**src/design/adpcm_block_decoder_macros.svh**
```systemverilog
// Assertion helpers used by the decoder top-level source.
`ifndef ADPCM_BLOCK_DECODER_MACROS_SVH
`define ADPCM_BLOCK_DECODER_MACROS_SVH

// Condition must hold whenever the trigger holds.
`define ADBD_ASSERT_NOW(label, clk, rst, trig, cond, msg) \
   label: assert property (@(posedge clk) disable iff (rst) (trig) |-> (cond)) \
      else $error(msg);

// Condition must hold in the cycle after the trigger.
`define ADBD_ASSERT_NEXT(label, clk, rst, trig, cond, msg) \
   label: assert property (@(posedge clk) disable iff (rst) (trig) |=> (cond)) \
      else $error(msg);

`endif

```
**src/design/adbd_pkg.sv**
```systemverilog
package adbd_pkg;

   localparam int BLOCK_BYTES = 16;
   localparam int POS_W = $clog2(BLOCK_BYTES);
   localparam int QUEUE_DEPTH = 4;
   localparam int QPTR_W = $clog2(QUEUE_DEPTH);
   localparam int QCNT_W = $clog2(QUEUE_DEPTH + 1);
   localparam logic [3:0] MAX_FILTER = 4'd4;
   localparam logic [POS_W-1:0] FIRST_DATA_POS = POS_W'(2);

   typedef enum logic [1:0] {
      CMD_CLEAR  = 2'd0,
      CMD_ERROR  = 2'd1,
      CMD_DECODE = 2'd2
   } cmd_kind_type;

   typedef struct packed {
      cmd_kind_type kind;
      logic         clear_hist;
      logic [7:0]   data_byte;
      logic [2:0]   filter;
      logic [3:0]   shift;
   } cmd_type;

   function automatic logic signed [7:0] weight_recent(input logic [2:0] f);
      logic signed [7:0] w;
      unique case (f)
         3'd1:    w = 8'sd60;
         3'd2:    w = 8'sd115;
         3'd3:    w = 8'sd98;
         3'd4:    w = 8'sd122;
         default: w = 8'sd0;
      endcase
      return w;
   endfunction

   function automatic logic signed [7:0] weight_older(input logic [2:0] f);
      logic signed [7:0] w;
      unique case (f)
         3'd2:    w = -8'sd52;
         3'd3:    w = -8'sd55;
         3'd4:    w = -8'sd60;
         default: w = 8'sd0;
      endcase
      return w;
   endfunction

endpackage

```
**src/design/adpcm_block_decoder.sv**
```systemverilog
// Channel   Dir  tdata          tuser        tlast
// req_      in   data_byte[7:0] new_stream   -
// rsp_      out  sample[15:0]   bad_filter   last of the byte
//
// A byte is taken while the four-word command queue has room.
// Header and flag bytes are not decoded; a data byte is decoded in the back
// end one sample at a time, low nibble first, on the shared predictor multiply-add.
// Reset is synchronous and clears position, history, queue and output valid.
// A stall on rsp_ holds the back end; the queue then fills and stalls req_.
`include "adpcm_block_decoder_macros.svh"

module adpcm_block_decoder (
   input  logic        clock,
   input  logic        reset,
   input  logic        req_tvalid,
   output logic        req_tready,
   input  logic [7:0]  req_tdata,   // data_byte
   input  logic        req_tuser,   // new_stream
   output logic        rsp_tvalid,
   input  logic        rsp_tready,
   output logic [15:0] rsp_tdata,   // sample
   output logic        rsp_tuser,   // bad_filter
   output logic        rsp_tlast
);
   import adbd_pkg::*;

   logic              q_full, q_empty, q_push, q_pop;
   cmd_type           push_cmd, head_cmd;
   logic [QCNT_W-1:0] q_count;

   adbd_front u_front (
      .clock      (clock),
      .reset      (reset),
      .req_tvalid (req_tvalid),
      .req_tready (req_tready),
      .req_tdata  (req_tdata),
      .req_tuser  (req_tuser),
      .q_full     (q_full),
      .q_push     (q_push),
      .q_cmd      (push_cmd)
   );

   adbd_queue u_queue (
      .clock    (clock),
      .reset    (reset),
      .push     (q_push),
      .push_cmd (push_cmd),
      .pop      (q_pop),
      .head_cmd (head_cmd),
      .empty    (q_empty),
      .full     (q_full),
      .count    (q_count)
   );

   adbd_back u_back (
      .clock      (clock),
      .reset      (reset),
      .head_cmd   (head_cmd),
      .q_empty    (q_empty),
      .q_pop      (q_pop),
      .rsp_tvalid (rsp_tvalid),
      .rsp_tready (rsp_tready),
      .rsp_tdata  (rsp_tdata),
      .rsp_tuser  (rsp_tuser),
      .rsp_tlast  (rsp_tlast)
   );

   `ADBD_ASSERT_NOW(a_bad_word_form, clock, reset, rsp_tvalid && rsp_tuser,
      rsp_tdata == 16'd0 && rsp_tlast, "bad filter word must be zero and last")
   `ADBD_ASSERT_NOW(a_queue_bound, clock, reset, 1'b1,
      q_count <= QCNT_W'(QUEUE_DEPTH), "command queue count beyond depth")
   `ADBD_ASSERT_NOW(a_first_sample_held, clock, reset,
      rsp_tvalid && !rsp_tuser && !rsp_tlast, !q_empty,
      "data command left the queue before its second sample")
   `ADBD_ASSERT_NEXT(a_full_blocks_req, clock, reset, q_full && !q_pop,
      !req_tready, "input taken while the queue stays full")

endmodule

```
**src/design/adbd_front.sv**
```systemverilog
module adbd_front (
   input  logic             clock,
   input  logic             reset,
   input  logic             req_tvalid,
   output logic             req_tready,
   input  logic [7:0]       req_tdata,   // data_byte
   input  logic             req_tuser,   // new_stream
   input  logic             q_full,
   output logic             q_push,
   output adbd_pkg::cmd_type q_cmd
);
   import adbd_pkg::*;

   logic [POS_W-1:0] pos_ff, pos_in, pos_cur;
   logic [2:0]       filter_ff, filter_in;
   logic [3:0]       shift_ff, shift_in;
   logic             invalid_ff, invalid_in, invalid_cur;
   logic             accept;

   assign req_tready = !q_full;
   assign accept     = req_tvalid && !q_full;

   always_comb begin
      pos_cur     = req_tuser ? '0 : pos_ff;
      invalid_cur = req_tuser ? 1'b0 : invalid_ff;
      pos_in      = pos_ff;
      filter_in   = filter_ff;
      shift_in    = shift_ff;
      invalid_in  = invalid_ff;
      q_push      = 1'b0;
      q_cmd.kind       = CMD_CLEAR;
      q_cmd.clear_hist = req_tuser;
      q_cmd.data_byte  = req_tdata;
      q_cmd.filter     = filter_ff;
      q_cmd.shift      = shift_ff;
      if (accept) begin
         pos_in     = (pos_cur == POS_W'(BLOCK_BYTES - 1)) ? '0 : pos_cur + 1'b1;
         invalid_in = invalid_cur;
         if (pos_cur == '0) begin
            if (req_tdata[7:4] > MAX_FILTER) begin
               invalid_in = 1'b1;
               q_push     = 1'b1;
               q_cmd.kind = CMD_ERROR;
            end else begin
               invalid_in = 1'b0;
               filter_in  = req_tdata[6:4];
               shift_in   = req_tdata[3:0];
               q_push     = req_tuser;
               q_cmd.kind = CMD_CLEAR;
            end
         end else if (pos_cur >= FIRST_DATA_POS && !invalid_cur) begin
            q_push     = 1'b1;
            q_cmd.kind = CMD_DECODE;
         end
      end
   end

   always_ff @(posedge clock) begin
      if (reset) begin
         pos_ff     <= '0;
         filter_ff  <= '0;
         shift_ff   <= '0;
         invalid_ff <= 1'b0;
      end else begin
         pos_ff     <= pos_in;
         filter_ff  <= filter_in;
         shift_ff   <= shift_in;
         invalid_ff <= invalid_in;
      end
   end

endmodule

```
**src/design/adbd_queue.sv**
```systemverilog
module adbd_queue (
   input  logic                     clock,
   input  logic                     reset,
   input  logic                     push,
   input  adbd_pkg::cmd_type        push_cmd,
   input  logic                     pop,
   output adbd_pkg::cmd_type        head_cmd,
   output logic                     empty,
   output logic                     full,
   output logic [adbd_pkg::QCNT_W-1:0] count
);
   import adbd_pkg::*;

   cmd_type           mem_ff [QUEUE_DEPTH];
   logic [QPTR_W-1:0] wr_ff, wr_in, rd_ff, rd_in;
   logic [QCNT_W-1:0] cnt_ff, cnt_in;
   logic              do_push, do_pop;

   assign empty    = (cnt_ff == '0);
   assign full     = (cnt_ff == QCNT_W'(QUEUE_DEPTH));
   assign count    = cnt_ff;
   assign head_cmd = mem_ff[rd_ff];
   assign do_push  = push && !full;
   assign do_pop   = pop && !empty;

   always_comb begin
      wr_in  = do_push ? wr_ff + 1'b1 : wr_ff;
      rd_in  = do_pop ? rd_ff + 1'b1 : rd_ff;
      cnt_in = cnt_ff;
      if (do_push && !do_pop) begin
         cnt_in = cnt_ff + 1'b1;
      end else if (do_pop && !do_push) begin
         cnt_in = cnt_ff - 1'b1;
      end
   end

   always_ff @(posedge clock) begin
      if (do_push) begin
         mem_ff[wr_ff] <= push_cmd;
      end
   end

   always_ff @(posedge clock) begin
      if (reset) begin
         wr_ff  <= '0;
         rd_ff  <= '0;
         cnt_ff <= '0;
      end else begin
         wr_ff  <= wr_in;
         rd_ff  <= rd_in;
         cnt_ff <= cnt_in;
      end
   end

endmodule

```
**src/design/adbd_back.sv**
```systemverilog
module adbd_back (
   input  logic              clock,
   input  logic              reset,
   input  adbd_pkg::cmd_type head_cmd,
   input  logic              q_empty,
   output logic              q_pop,
   output logic              rsp_tvalid,
   input  logic              rsp_tready,
   output logic [15:0]       rsp_tdata,   // sample
   output logic              rsp_tuser,   // bad_filter
   output logic              rsp_tlast
);
   import adbd_pkg::*;

   typedef enum logic [1:0] {
      BK_LOW  = 2'b01,
      BK_HIGH = 2'b10
   } back_state_type;

   back_state_type     state_ff, state_in;
   logic signed [15:0] recent_ff, recent_in, older_ff, older_in;
   logic signed [15:0] recent_use, older_use;
   logic               valid_ff, valid_in;
   logic [15:0]        data_ff, data_in;
   logic               bad_ff, bad_in, last_ff, last_in;
   logic               slot_free, go, clr;
   logic [3:0]         nib;
   logic signed [15:0] scaled;
   logic signed [23:0] prod_recent, prod_older;
   logic signed [24:0] pred;
   logic signed [19:0] total;
   logic signed [15:0] sample;

   assign slot_free  = !valid_ff || rsp_tready;
   assign go         = !q_empty && slot_free;
   assign clr        = head_cmd.clear_hist && (state_ff == BK_LOW);
   assign recent_use = clr ? 16'sd0 : recent_ff;
   assign older_use  = clr ? 16'sd0 : older_ff;
   assign nib        = (state_ff == BK_LOW) ? head_cmd.data_byte[3:0]
                                            : head_cmd.data_byte[7:4];

   always_comb begin
      scaled      = $signed({nib, 12'd0}) >>> head_cmd.shift;
      prod_recent = recent_use * weight_recent(head_cmd.filter);
      prod_older  = older_use * weight_older(head_cmd.filter);
      pred        = {prod_recent[23], prod_recent} + {prod_older[23], prod_older}
                    + 25'sd32;
      total       = {pred[24], pred[24:6]} + {{4{scaled[15]}}, scaled};
      if (total > 20'sd32767) begin
         sample = 16'sd32767;
      end else if (total < -20'sd32768) begin
         sample = -16'sd32768;
      end else begin
         sample = total[15:0];
      end
   end

   always_comb begin
      state_in  = state_ff;
      recent_in = recent_ff;
      older_in  = older_ff;
      valid_in  = valid_ff && !rsp_tready;
      data_in   = data_ff;
      bad_in    = bad_ff;
      last_in   = last_ff;
      q_pop     = 1'b0;
      if (!q_empty) begin
         unique case (head_cmd.kind)
            CMD_CLEAR: begin
               q_pop     = 1'b1;
               recent_in = 16'sd0;
               older_in  = 16'sd0;
            end
            CMD_ERROR: begin
               if (go) begin
                  q_pop    = 1'b1;
                  valid_in = 1'b1;
                  data_in  = 16'd0;
                  bad_in   = 1'b1;
                  last_in  = 1'b1;
                  if (head_cmd.clear_hist) begin
                     recent_in = 16'sd0;
                     older_in  = 16'sd0;
                  end
               end
            end
            CMD_DECODE: begin
               if (go) begin
                  valid_in  = 1'b1;
                  data_in   = sample;
                  bad_in    = 1'b0;
                  last_in   = (state_ff == BK_HIGH);
                  recent_in = sample;
                  older_in  = recent_use;
                  q_pop     = (state_ff == BK_HIGH);
                  state_in  = (state_ff == BK_HIGH) ? BK_LOW : BK_HIGH;
               end
            end
            default: begin
               q_pop = 1'b1;
            end
         endcase
      end
   end

   always_ff @(posedge clock) begin
      data_ff <= data_in;
      bad_ff  <= bad_in;
      last_ff <= last_in;
      if (reset) begin
         state_ff  <= BK_LOW;
         recent_ff <= 16'sd0;
         older_ff  <= 16'sd0;
         valid_ff  <= 1'b0;
      end else begin
         state_ff  <= state_in;
         recent_ff <= recent_in;
         older_ff  <= older_in;
         valid_ff  <= valid_in;
      end
   end

   assign rsp_tvalid = valid_ff;
   assign rsp_tdata  = data_ff;
   assign rsp_tuser  = bad_ff;
   assign rsp_tlast  = last_ff;

endmodule

```
**config.mk**
```make
export PLATFORM = sky130hd
export DESIGN_NAME = adpcm_block_decoder
export DESIGN_NICKNAME = d
export VERILOG_FILES = /design/src/design/adbd_pkg.sv /design/src/design/adpcm_block_decoder.sv /design/src/design/adbd_front.sv /design/src/design/adbd_queue.sv /design/src/design/adbd_back.sv
export VERILOG_INCLUDE_DIRS = /design/src /design/src/design
export SDC_FILE = /design/constraint.sdc
export NUM_CORES = 1
export LEC_CHECK = 0
export CAP_MARGIN = 20
export CORE_MARGIN = 3
export CORE_UTILIZATION = 47
export CTS_CLUSTER_SIZE = 14
export DETAILED_ROUTE_END_ITERATION = 12
export DONT_BUFFER_PORTS = 1
export HOLD_SLACK_MARGIN = 0.02
export REMOVE_ABC_BUFFERS = 1
export SKIP_LAST_GASP = 1
export SYNTH_ARGS = -nofsm -noshare
export SYNTH_HDL_FRONTEND = slang
export SYNTH_SLANG_ARGS = --single-unit
```
**constraint.sdc**
```tcl
create_clock -name clock -period 9.5 [get_ports clock]
set_input_delay 1.9 -clock clock [delete_from_list [all_inputs] [get_ports clock]]
set_output_delay 1.9 -clock clock [all_outputs]
set_load 0.02 [all_outputs]
```
==> reports/metrics.yaml <==
yosys:
  synth.most_common_cell: "inv_1"
  netlist.top_cell.by_area: "fa_1"
  avgSynthCellArea_um2: 9.91
  synth_top_area_share_pct: 25.5
  ys_top_cells_by_area: "fa_1 (26%), edfxtp_1 (19%), ha_1 (12%)"
  synth_edf_count: 90
  seq_area_frac_synth_pct: 26.5
  yosys_most_used_dff: "edfxtp_1"
  synth.distinct_cells: 64
  synthArstFlopShare_pct: 0
  syn_area_um2: 14400
  ys_warn_count: 0
  netlist_top_cells_count: "inv_1 (251), fa_1 (184), nor2_1 (179), ha_1 (134), a21oi_1 (108)"
  ys_ff_latch: 146
  syn_inst: 1458
cts:
  clk_pin_slew_ps: 70
  cts_root_buffer: "clkbuf_16"
  cts_sinks: 146
  clock_latency_ps: 440
  clockBufferDepth: 2
  cts_made_buffers: 17
  cts_max_level: 4
  cts_tree: "built"
route:
  ant_nets: 0
  wl_met3_mm: 1.63
  drt-initial-drc-count: 820
  wl_met2_mm: 18.6
  drc: 0
  topRoutingLayerUsed: "met4"
  drt-met1-wl_mm: 15.6
  first_pass_iters: 5
  vias_per_cell: 5.33
  routedWlPerCell_um: 18.4
  drt-total-wl_mm: 36.5
  route.vias.total: 10600
critical_path:
  reg2reg_slack_ps: 240
  required_ps: 9690
  slowest_delay_ps: 630
  slowest_stage: "mux4_2"
  reg2reg_to: "u_back.rsp_tdata[6]$_SDFFCE_PN0P_"
  endpoint: "u_back.rsp_tdata[6]$_SDFFCE_PN0P_"
  reg2reg_depth: 37
  end_kind: "flop"
  worstPathMaxFanout: 7
  worstSetupPathDepth: 37
  cp.buffers_inverters: 9
  crit_top_cell: "buf_4"
  worst_ep_arrival_time_ps: 9450
  critPathKind: "flop to flop"
  cp_top_family: "adder cells"
  crit_path_start_kind: "flop"
global_routing:
  overflow: 0
  grt_max_degree: 42
  grt_pass1_wl_mm: 57.6
  antenna_found_initial: 0
  grt_use_total_pct: 22.3
  grt_pass1_vias: 10800
die:
  rows: 63
  coreArea_um2: 30000
  die_h_um: 181
  start_util_pct: 48.2
  die_area_um2: 32900
  die_w_um: 181
  io_pins: 33
timing:
  setup_viol: 0
  tightestPinTransition_ps: 1060
  fin_hold_ws_ps: 483
  fin_ws_ps: 241
  period_share_pct: 97.5
  slew_viol_final: 0
  rsz0062_at_grt: "yes"
  max_freq_mhz: 108
  finalHoldViolCount: 0
  skew_ps: 10.5
  slew_headroom_pct: 29.2
  period_needed_ps: 9260
place:
  dp_worst_setup_slack_ps: -172
  io_buffers: 0
  place_hpwl_mm: 28.9
  routabilityCongestion: 0.927
finish:
  layout-drive-gt1-share_pct: 21.2
  finish.net_count: 1916
  syn2layout_area_growth_pct: 19.0
  antenna_cells: 0
job:
  maxCapViolCount: 0
min_path:
  min_path_type: "flop to flop"
status:
  outcome: "finished, final reports clean"
[cells in the final DEF (no fill, tap or decap), types with 20 or more instances in the layout]
| cell type | count |
|---|---|
| buf_4 | 134 |
| nand3_1 | 38 |
| xnor2_1 | 29 |
| a21oi_1 | 88 |
| edfxtp_1 | 90 |
| fa_1 | 181 |
| nand2_1 | 88 |
| inv_1 | 250 |
| nor2_1 | 150 |
| ha_1 | 123 |
| and2_1 | 24 |
| dfxtp_1 | 55 |
| clkbuf_16 | 20 |
[worst min-delay path, delay by kind of cell, from the launching register on]
family,cells,cell delay [ps]
AOI/OAI and AO/OA,1,40
DFF,1,330
and+or+nand+nor,1,70
[worst min-delay path by stage]
stage,from,to,slack [ps],depth (start not counted)
floorplan,u_front.invalid_ff$_SDFFE_PP0P_,u_front.invalid_ff$_SDFFE_PP0P_,450,2
global placement,u_front.invalid_ff$_SDFFE_PP0P_,u_front.invalid_ff$_SDFFE_PP0P_,460,2
detailed placement,u_back.recent_ff[13]$_SDFFE_PP0P_,u_back.recent_ff[13]$_SDFFE_PP0P_,470,2
CTS,u_back.older_ff[10]$_SDFFE_PP0P_,u_back.older_ff[10]$_SDFFE_PP0P_,480,2
global route,u_back.recent_ff[13]$_SDFFE_PP0P_,u_back.recent_ff[13]$_SDFFE_PP0P_,500,2
finish,u_back.recent_ff[13]$_SDFFE_PP0P_,u_back.recent_ff[13]$_SDFFE_PP0P_,480,2
[metal layers]
metal	GRT usage [%]	vias to the layer above
met5	0	-
met4	5.33	0
met3	3.38	47
met2	38.1	258
met1	29.9	5253
li1	-	5030
[what timing repair did]
action	CTS	global route
setup buffers	4	14
pin swaps	2	38
gates resized for setup	6	158
hold buffers	0	0
gates cloned	1	3
setup endpoints to repair	30	32
[final cells by class]
cell class	count	area [um^2]
well taps	390	488
clock buffers	23	499
repair buffers	151	1260
inverters	252	948
fillers	2588	12800
clock inverters	9	70.1
multi-input cells	1017	10100
flip-flops and latches	146	3830
[stage by stage]
step                      TNS (ps)  cells  cell area (um^2)  utilization [%]
final                            0   1988             17200             57.4
after global routing         -2790   1988             17200             57.4
after CTS                        0   1971             16400             54.7
after detailed placement     -2850   1934             15800             52.6
after global placement        -814   1934             15800             52.6
after floorplan             -31140   1414             14300                -
[state kept, by name, indices dropped and copies added (netlist names), 3 cells and up, named ones only]
signal / count
u_front.filter_ff: 3
u_back.older_ff: 16
u_back.recent_ff: 16
u_front.pos_ff: 4
u_front.shift_ff: 4
u_queue.count: 3
u_back.rsp_tdata: 16
u_queue.mem_ff: 72
[kinds of logic after synthesis]
| logic type | share of synthesized area [%] |
|---|---|
| compound gates | 9.46 |
| xor+xnor | 2.30 |
| fa+ha+maj | 37.1 |
| buf+inv | 7.85 |
| flops | 26.5 |
| mux | 4.01 |
| simple gates | 12.8 |
Power is not shown: default switching activity piles up to over one toggle a cycle in this logic, so the estimate is an artifact.
